**src/hw/rtl/mcbt_pkg.sv**
```systemverilog
// Package of the MIDI clock beat tracker: widths, codes, reset values and types.
// Used by mcbt_div, midi_clock_beat_tracker, mcbt_checker and tb_top; depends on nothing.
`timescale 1ns / 1ps

package mcbt_pkg;

    // Widths of the datapath
    localparam int TIME_WIDTH      = 40;
    localparam int TICK_WIDTH      = 32;
    localparam int FRACTION_BITS   = 16;
    localparam int IV_WIDTH        = 16;
    localparam int CPB_WIDTH       = 8;
    localparam int BEAT_WIDTH      = 56;
    localparam int TOTAL_WIDTH     = 32;
    localparam int NOW_WIDTH       = 40;
    localparam int STATUS_WIDTH    = 8;
    localparam int LEN_WIDTH       = 3;
    localparam int CFG_INDEX_WIDTH = 2;
    localparam int CFG_DATA_WIDTH  = 16;

    // Widths of the beat quotient
    localparam int PROD_WIDTH = TICK_WIDTH + IV_WIDTH;
    localparam int SUM_WIDTH  = ((PROD_WIDTH > TIME_WIDTH) ? PROD_WIDTH : TIME_WIDTH) + 1;
    localparam int NUM_WIDTH  = SUM_WIDTH + FRACTION_BITS;
    localparam int DIV_WIDTH  = IV_WIDTH + CPB_WIDTH;
    localparam int CNT_WIDTH  = $clog2(NUM_WIDTH);

    typedef logic [TIME_WIDTH-1:0] stamp_t;
    typedef logic [NUM_WIDTH-1:0]  num_t;
    typedef logic [DIV_WIDTH-1:0]  den_t;

    // Configuration register indexes
    localparam logic [CFG_INDEX_WIDTH-1:0] REG_MIN_INTERVAL   = 2'd0;
    localparam logic [CFG_INDEX_WIDTH-1:0] REG_MAX_INTERVAL   = 2'd1;
    localparam logic [CFG_INDEX_WIDTH-1:0] REG_CLOCKS_PER_BEAT = 2'd2;

    // Command codes
    localparam logic CMD_MESSAGE = 1'b0;
    localparam logic CMD_QUERY   = 1'b1;

    // MIDI real-time status bytes
    localparam logic [STATUS_WIDTH-1:0] MIDI_CLOCK = 8'hF8;
    localparam logic [STATUS_WIDTH-1:0] MIDI_START = 8'hFA;
    localparam logic [STATUS_WIDTH-1:0] MIDI_STOP  = 8'hFC;

    // Reset values
    localparam logic [IV_WIDTH-1:0]  RST_MIN_INTERVAL = 16'd25;
    localparam logic [IV_WIDTH-1:0]  RST_MAX_INTERVAL = 16'd666;
    localparam logic [CPB_WIDTH-1:0] RST_CPB          = 8'd6;
    localparam logic [IV_WIDTH-1:0]  RST_INTERVAL     = 16'd83;

endpackage

```
**src/hw/rtl/mcbt_div.sv**
```systemverilog
// Bit-serial restoring divider of the beat tracker: one quotient bit per cycle.
// Depends on mcbt_pkg.
`timescale 1ns / 1ps

module mcbt_div
    import mcbt_pkg::*;
(
    input  logic clk,
    input  logic rst_n,
    input  logic start,
    input  num_t numer,
    input  den_t denom,
    output logic done,
    output num_t quotient
);

    logic                 busy_reg;
    logic                 busy_next;
    logic                 done_reg;
    logic                 done_next;
    logic [CNT_WIDTH-1:0] cnt_reg;
    logic [CNT_WIDTH-1:0] cnt_next;
    num_t                 quo_reg;
    num_t                 quo_next;
    den_t                 rem_reg;
    den_t                 rem_next;
    den_t                 den_reg;
    den_t                 den_next;

    logic [DIV_WIDTH:0]   rem_shift;
    logic [DIV_WIDTH:0]   rem_diff;
    logic                 fits;

    // Shift in the next numerator bit and try the subtraction
    assign rem_shift = {rem_reg, quo_reg[NUM_WIDTH-1]};
    assign rem_diff  = rem_shift - {1'b0, den_reg};
    assign fits      = !rem_diff[DIV_WIDTH];

    // Load on start, then step one bit per cycle
    always_comb
    begin
        busy_next = busy_reg;
        done_next = 1'b0;
        cnt_next  = cnt_reg;
        quo_next  = quo_reg;
        rem_next  = rem_reg;
        den_next  = den_reg;
        if (start)
        begin
            busy_next = 1'b1;
            cnt_next  = '0;
            quo_next  = numer;
            rem_next  = '0;
            den_next  = denom;
        end
        else if (busy_reg)
        begin
            quo_next = {quo_reg[NUM_WIDTH-2:0], fits};
            rem_next = fits ? rem_diff[DIV_WIDTH-1:0] : rem_shift[DIV_WIDTH-1:0];
            cnt_next = cnt_reg + 1'b1;
            if (cnt_reg == CNT_WIDTH'(NUM_WIDTH - 1))
            begin
                busy_next = 1'b0;
                done_next = 1'b1;
            end
        end
    end

    // Hold control state
    always_ff @(posedge clk or negedge rst_n)
    begin
        if (!rst_n)
        begin
            busy_reg <= 1'b0;
            done_reg <= 1'b0;
            cnt_reg  <= '0;
        end
        else
        begin
            busy_reg <= busy_next;
            done_reg <= done_next;
            cnt_reg  <= cnt_next;
        end
    end

    // Hold datapath
    always_ff @(posedge clk)
    begin
        quo_reg <= quo_next;
        rem_reg <= rem_next;
        den_reg <= den_next;
    end

    assign done     = done_reg;
    assign quotient = quo_reg;

endmodule

```
**src/hw/rtl/midi_clock_beat_tracker.sv**
```systemverilog
// MIDI clock beat tracker: usage and timing
// The input channel (in_valid, in_stall) carries one word per item: command selects
// a MIDI message (status_byte, message_length, now_ms) or a beat query at now_ms.
// The output channel (out_valid, out_stall) returns one word per item: beat_q16
// (zero for a message), tick_total and interval_now after the item.
// Configuration: cfg_we writes cfg_data to register cfg_index (0 min interval,
// 1 max interval, 2 beat length in MIDI clock messages); write only while the block is idle.
// A message passes through states DIFF, MSG and OUT from acceptance to out_valid.
// A query passes through DIFF, MUL1 and MUL2, then waits in DIVW while the
// bit-serial divider forms one quotient bit per cycle, and then goes to OUT. One
// shared multiplier forms ticks * interval and interval * clocks per beat in
// MUL1 and MUL2, ahead of the divider. One item is in work at a time: in_stall
// is high from acceptance until the result is loaded into the output register.
// A finished result waits there while out_stall is high, and the next item may
// be accepted meanwhile; it is held before loading until that word has been taken.
// Reset clears the tick count and last clock time, sets the interval to 83 ms
// and the registers to 25, 666 and 6; no clearing pass is needed.
// Depends on mcbt_pkg and mcbt_div.
`timescale 1ns / 1ps

module midi_clock_beat_tracker
    import mcbt_pkg::*;
(
    input  logic                       clk,
    input  logic                       rst_n,
    input  logic                       in_valid,
    output logic                       in_stall,
    input  logic                       command,
    input  logic [STATUS_WIDTH-1:0]    status_byte,
    input  logic [LEN_WIDTH-1:0]       message_length,
    input  logic [NOW_WIDTH-1:0]       now_ms,
    output logic                       out_valid,
    input  logic                       out_stall,
    output logic [BEAT_WIDTH-1:0]      beat_q16,
    output logic [TOTAL_WIDTH-1:0]     tick_total,
    output logic [IV_WIDTH-1:0]        interval_now,
    input  logic                       cfg_we,
    input  logic [CFG_INDEX_WIDTH-1:0] cfg_index,
    input  logic [CFG_DATA_WIDTH-1:0]  cfg_data
);

    localparam logic [2:0] ST_IDLE = 3'd0;
    localparam logic [2:0] ST_DIFF = 3'd1;
    localparam logic [2:0] ST_MSG  = 3'd2;
    localparam logic [2:0] ST_MUL1 = 3'd3;
    localparam logic [2:0] ST_MUL2 = 3'd4;
    localparam logic [2:0] ST_DIVW = 3'd5;
    localparam logic [2:0] ST_OUT  = 3'd6;

    logic [2:0]              state_reg;
    logic [2:0]              state_next;

    // Configuration and tracker state
    logic [IV_WIDTH-1:0]     min_iv_reg;
    logic [IV_WIDTH-1:0]     max_iv_reg;
    logic [CPB_WIDTH-1:0]    cpb_reg;
    logic [TICK_WIDTH-1:0]   tick_reg;
    logic [TICK_WIDTH-1:0]   tick_next;
    stamp_t                  last_reg;
    stamp_t                  last_next;
    logic [IV_WIDTH-1:0]     iv_reg;
    logic [IV_WIDTH-1:0]     iv_next;

    // Latched input word and working values
    logic                    cmd_reg;
    logic [STATUS_WIDTH-1:0] status_reg;
    logic [LEN_WIDTH-1:0]    len_reg;
    stamp_t                  now_reg;
    stamp_t                  diff_reg;
    stamp_t                  diff_next;
    logic [PROD_WIDTH-1:0]   prod_reg;
    logic [PROD_WIDTH-1:0]   prod_next;
    logic                    is_query_reg;
    logic                    is_query_next;

    // Output register
    logic                    out_valid_reg;
    logic                    out_valid_next;
    logic [BEAT_WIDTH-1:0]   beat_reg;
    logic [TOTAL_WIDTH-1:0]  total_reg;
    logic [IV_WIDTH-1:0]     ivout_reg;

    logic                    in_accept;
    logic                    out_load;
    logic [IV_WIDTH-1:0]     iv_eff;
    logic [CPB_WIDTH-1:0]    cpb_eff;
    logic [TICK_WIDTH-1:0]   mul_a;
    logic [PROD_WIDTH-1:0]   mul_p;
    logic [SUM_WIDTH-1:0]    sum;
    num_t                    numer;
    logic                    div_start;
    logic                    div_done;
    num_t                    quotient;
    logic                    saturate;
    logic [BEAT_WIDTH-1:0]   beat_value;
    logic                    in_bounds;

    assign in_stall  = (state_reg != ST_IDLE);
    assign in_accept = in_valid && !in_stall;
    assign out_load  = (state_reg == ST_OUT) && (!out_valid_reg || !out_stall);

    // Zero interval or zero clocks per beat count as one
    assign iv_eff  = (iv_reg == '0) ? IV_WIDTH'(1) : iv_reg;
    assign cpb_eff = (cpb_reg == '0) ? CPB_WIDTH'(1) : cpb_reg;

    // Shared multiplier: ticks * interval, then clocks per beat * interval
    assign mul_a = (state_reg == ST_MUL1) ? tick_reg : TICK_WIDTH'(cpb_eff);
    assign mul_p = PROD_WIDTH'(mul_a) * PROD_WIDTH'(iv_eff);

    // Numerator is (ticks * interval + elapsed) with the fraction bits appended
    assign sum       = SUM_WIDTH'(prod_reg) + SUM_WIDTH'(diff_reg);
    assign numer     = {sum, {FRACTION_BITS{1'b0}}};
    assign div_start = (state_reg == ST_MUL2);

    mcbt_div u_div (
        .clk      (clk),
        .rst_n    (rst_n),
        .start    (div_start),
        .numer    (numer),
        .denom    (mul_p[DIV_WIDTH-1:0]),
        .done     (div_done),
        .quotient (quotient)
    );

    // Saturate the quotient at the top of the beat field
    assign saturate   = (quotient >> BEAT_WIDTH) != '0;
    assign beat_value = saturate ? '1 : BEAT_WIDTH'(quotient);

    assign in_bounds = (stamp_t'(min_iv_reg) <= diff_reg) && (diff_reg <= stamp_t'(max_iv_reg));

    // Sequencer
    always_comb
    begin
        state_next    = state_reg;
        tick_next     = tick_reg;
        last_next     = last_reg;
        iv_next       = iv_reg;
        diff_next     = diff_reg;
        prod_next     = prod_reg;
        is_query_next = is_query_reg;
        case (state_reg)
            ST_IDLE:
            begin
                if (in_accept)
                begin
                    state_next = ST_DIFF;
                end
            end
            ST_DIFF:
            begin
                // Elapsed time since the last clock, wrapping
                diff_next     = now_reg - last_reg;
                is_query_next = (cmd_reg == CMD_QUERY);
                state_next    = (cmd_reg == CMD_QUERY) ? ST_MUL1 : ST_MSG;
            end
            ST_MSG:
            begin
                if (len_reg != '0)
                begin
                    if (status_reg == MIDI_CLOCK)
                    begin
                        if (in_bounds)
                        begin
                            iv_next = diff_reg[IV_WIDTH-1:0];
                        end
                        last_next = now_reg;
                        tick_next = tick_reg + 1'b1;
                    end
                    else if (status_reg == MIDI_START || status_reg == MIDI_STOP)
                    begin
                        tick_next = '0;
                    end
                end
                state_next = ST_OUT;
            end
            ST_MUL1:
            begin
                prod_next  = mul_p;
                state_next = ST_MUL2;
            end
            ST_MUL2:
            begin
                state_next = ST_DIVW;
            end
            ST_DIVW:
            begin
                if (div_done)
                begin
                    state_next = ST_OUT;
                end
            end
            ST_OUT:
            begin
                if (out_load)
                begin
                    state_next = ST_IDLE;
                end
            end
            default:
            begin
                state_next = ST_IDLE;
            end
        endcase
    end

    // Drop the output word once taken, load a new one when done
    always_comb
    begin
        out_valid_next = out_valid_reg;
        if (out_valid_reg && !out_stall)
        begin
            out_valid_next = 1'b0;
        end
        if (out_load)
        begin
            out_valid_next = 1'b1;
        end
    end

    // Hold control state, tracker state and configuration
    always_ff @(posedge clk or negedge rst_n)
    begin
        if (!rst_n)
        begin
            state_reg     <= ST_IDLE;
            out_valid_reg <= 1'b0;
            tick_reg      <= '0;
            last_reg      <= '0;
            iv_reg        <= RST_INTERVAL;
            min_iv_reg    <= RST_MIN_INTERVAL;
            max_iv_reg    <= RST_MAX_INTERVAL;
            cpb_reg       <= RST_CPB;
            is_query_reg  <= 1'b0;
        end
        else
        begin
            state_reg     <= state_next;
            out_valid_reg <= out_valid_next;
            tick_reg      <= tick_next;
            last_reg      <= last_next;
            iv_reg        <= iv_next;
            is_query_reg  <= is_query_next;
            if (cfg_we)
            begin
                case (cfg_index)
                    REG_MIN_INTERVAL:    min_iv_reg <= cfg_data[IV_WIDTH-1:0];
                    REG_MAX_INTERVAL:    max_iv_reg <= cfg_data[IV_WIDTH-1:0];
                    REG_CLOCKS_PER_BEAT: cpb_reg    <= cfg_data[CPB_WIDTH-1:0];
                    default:
                    begin
                    end
                endcase
            end
        end
    end

    // Capture the input word, working values and the output word
    always_ff @(posedge clk)
    begin
        if (in_accept)
        begin
            cmd_reg    <= command;
            status_reg <= status_byte;
            len_reg    <= message_length;
            now_reg    <= stamp_t'(now_ms);
        end
        diff_reg <= diff_next;
        prod_reg <= prod_next;
        if (out_load)
        begin
            beat_reg  <= is_query_reg ? beat_value : '0;
            total_reg <= TOTAL_WIDTH'(tick_reg);
            ivout_reg <= iv_reg;
        end
    end

    assign out_valid    = out_valid_reg;
    assign beat_q16     = beat_reg;
    assign tick_total   = total_reg;
    assign interval_now = ivout_reg;

endmodule

```
**config.mk**
```make
export PLATFORM = sky130hd
export DESIGN_NAME = midi_clock_beat_tracker
export DESIGN_NICKNAME = d
export VERILOG_FILES = /design/src/hw/rtl/mcbt_pkg.sv /design/src/hw/rtl/mcbt_div.sv /design/src/hw/rtl/midi_clock_beat_tracker.sv
export SDC_FILE = /design/constraint.sdc
export NUM_CORES = 2
export LEC_CHECK = 0
export BUFFER_PORTS_ARGS = -buffer_cell sky130_fd_sc_hd__buf_2
export CAP_MARGIN = 30
export CORE_MARGIN = 3
export CORE_UTILIZATION = 58
export CTS_CLUSTER_SIZE = 16
export DETAILED_ROUTE_END_ITERATION = 10
export PLACE_DENSITY = 0.79
export SLEW_MARGIN = 20
export SYNTH_ARGS = -nofsm -noshare
export SYNTH_HDL_FRONTEND = slang
export SYNTH_SLANG_ARGS = --single-unit
```
**constraint.sdc**
```tcl
create_clock -name clk -period 9.8 [get_ports clk]
set_input_delay 1.47 -clock clk [delete_from_list [all_inputs] [get_ports clk]]
set_output_delay 1.47 -clock clk [all_outputs]
set_load 0.1 [all_outputs]
```
==> results.md <==
- Detailed-routing iteration count for the pre-antenna-repair pass: 6
- Detail Route Antenna Nets: 0
- Highest net fanout along the worst path: 32
- Power per Cell Area: 186.0 nW/µm²
- Total setup violations reported at the end of the flow: 0
- Actual transition at the worst max-transition pin: 0.9399 ns
- Most common cell type on the critical path: fa_1
- Layout cells sized above 1: 11.07%
- Clock-pin transition on the worst setup and hold timing paths: 0.07 ns
- First-pass GRT wire length: 158,700 µm
- Seq/Total Area, Yosys: 34.02%
- Count of input and output buffers: 180
- Static Leakage: 20.19 nW
- Avg Vias per Cell: 5.773
- Die Span Y: 271.3 µm
- Global placer's final weighted congestion: 0.9384
- Number of cell rows: 96
- Number of warnings issued by yosys: 0
- Global-route congestion overflow total: 0
- Crit path time final: 8.721 ns
- Outcome: finished, final reports clean
- Reg-to-reg setup timing slack: 1.08 ns
- Final layout net count: 4,837
- Max-capacitance violation count: 0
- Tcrit/Tclk final: 88.99%
- First DRT Iteration DRCs: 2,302
- CTS sink count: 499
- HPWL after DPL: 73,590 µm
- Mapped cell area: 40,830 µm²
- Clock network latency to the later pin of the worst-skew pair: 0.63 ns
- Deepest level of the CTS H-tree: 2
- Critical path arrival: 9.08 ns
- Post CTS Setup Buffer Count: 0
- CTS tree: built
- Unrepaired setup endpoints after global routing: false
- GRT Total Usage: 27.20%
- Relative max-transition margin: 37.34%
- Finished Core Util: 64.10%
- Layout overhead on the synthesized area: 8.608%
- Number of distinct library cells after synthesis: 87
- Max-slew violation count: 0
- Maximum number of pins on one net before global-route repair: 91
- Top-level I/O count: 181
- Fin. Hold Viols: 0
- Wire length per cell: 19.59 µm
- Mapped Nets: 4,756
- Largest register FFs: 65
- Timing-limited maximum frequency: 114.7 MHz
- Std-Cell Core Area: 69,190 µm²
- Initial standard-cell utilization of the core: 59.02%
- Post-cts gate resize count: 0
- Root Buffer Master: clkbuf_16
- Clock tree buffer depth: 3
- Via Count: 29,208
- Largest vdd supply drop: 0.0002575 V
- CP max stage delay: 0.55 ns
- Die X: 271.3 µm
- CP Launch Type: flip-flop
- Final routed DRC violation total: 0
- Gate Count Post-Synth: 4,002
- Path class of the lowest-slack min-delay path: reg -> reg
- Max Clock Skew: 0.03520 ns
- Number of flops mapped to enable cells by yosys: 317
- Post-CTS Hold Buffers: 0
- Critical-path cell with the highest stage delay: mux2_2
- Commonest non-fill, non-tap cell in the layout: inv_1
- Routed WL: 99,100 µm
- Most common flop cell mapped by yosys: edfxtp_1
- Leading cell types in the layout, fill and taps excluded: inv_1, nand2_1, fa_1, edfxtp_1, ha_1
- Critical path endpoint category: flip-flop
- Initial antenna violation count: 4
- Number of global-route vias before repair: 29,583
- Number of flip-flops and latches in the synthesized netlist: 499
- Area enclosed by the die boundary: 73,620 µm²
- Crit path kind: reg -> reg
- CTS Buf Count: 53
- Async set or reset register ratio after synthesis: 28.46%
- Worst EP required: 10.16 ns
- Mean instance size in the synthesized netlist: 10.20 µm²
- Summed negative setup slack over all endpoints: 0 ns
path summary, 6_finish.rpt:
| path | start | endpoint | cells past startpoint |
|---|---|---|---|
| min in group asynchronous | rst_n | u_div.cnt_reg[1] | 1 |
| worst min register to register | u_div.rem_reg[1] | u_div.rem_reg[1] | 2 |
| max in group asynchronous | rst_n | tick_reg[11] | 3 |
| worst min-delay path | u_div.rem_reg[1] | u_div.rem_reg[1] | 2 |
| worst max-delay path | state_reg[2] | prod_reg[46] | 28 |
| worst max register to register | state_reg[2] | prod_reg[46] | 28 |
routing by layer:
metal  GRT usage, %  share of wire, %  vias up
met2          43.82                47     1075
li1               -                 -    13342
met1          37.16                42    14544
met5              0             0.027        -
met4          10.94               4.3        4
met3          4.287               7.5      243
cells in the mapped netlist (all sizes together), types with 21 or more instances:
cell type	instances	area share, %
a21o	90	1.7
a21oi	192	2.4
and2	230	3.5
and3	54	0.83
clkbuf	174	1.6
dfrtp	128	7.8
dfxtp	40	2.0
edfxtp	317	23
fa	421	21
ha	258	7.9
inv	604	5.6
mux2	101	2.8
mux2i	21	0.51
nand2	424	3.9
nand3	86	1.1
nand4	46	0.70
nor2	145	1.3
nor2b	23	0.35
o21a	69	1.3
o21ai	149	1.8
o21bai	22	0.40
xnor2	92	2.0
xor2	77	1.7
worst max-delay path, delay by kind of cell (launching register included):
family / cells / cell delay, ns
XOR/XNOR: 1 / 0.09
adder cells (fa/ha/maj): 7 / 3.48
buffers and inverters: 6 / 0.83
flip-flops: 1 / 0.46
AO/OA/AOI/OAI: 7 / 1.78
AND/OR/NAND/NOR: 6 / 1.26
multiplexers: 1 / 0.55
power by group:
part           internal (mW)  total [mW]  switching [mW]
logic                   1.06        3.07            2.00
clock network           1.15        2.03           0.878
registers               2.83        3.15           0.321
total                   5.05        8.25            3.20
metrics by stage:
| step | cells | cell area, µm² | worst slack (ns) | power, mW | hold WS [ns] |
|---|---|---|---|---|---|
| CTS | 5054 | 44270 | 1.145 | 8.254 | 0.4907 |
| detailed placement | 4955 | 42500 | 1.149 | 6.212 | 0.4806 |
| finish | 5059 | 44350 | 1.079 | 8.248 | 0.4911 |
| global route | 5058 | 44340 | 0.6808 | 8.703 | 0.5160 |
| global placement | 4951 | 42420 | 1.303 | 6.134 | 0.4716 |
| floorplan | 4002 | 40840 | 0.6314 | 5.448 | 0.4231 |
kinds of logic after synthesis:
family | synth area share (%)
multiplexers | 3.300
adder cells (fa/ha/maj) | 28.55
XOR/XNOR | 3.644
flip-flops | 34.02
buffers and inverters | 7.437
AND/OR/NAND/NOR | 13.16
AO/OA/AOI/OAI | 9.892
final cells by class:
class                           instances  area (µm²)
Timing Repair Buffer                  220        1292
Clock buffer                           72        1479
Multi-Input combinational cell       2704       23940
Antenna cell                            1       2.502
Clock inverter                         27       294.0
Sequential cell                       499       13900
Fill cell                            5378       24840
Inverter                              605        2271
Tap cell                              931        1165
No activity file was read; power rests on OpenSTA's default activity.
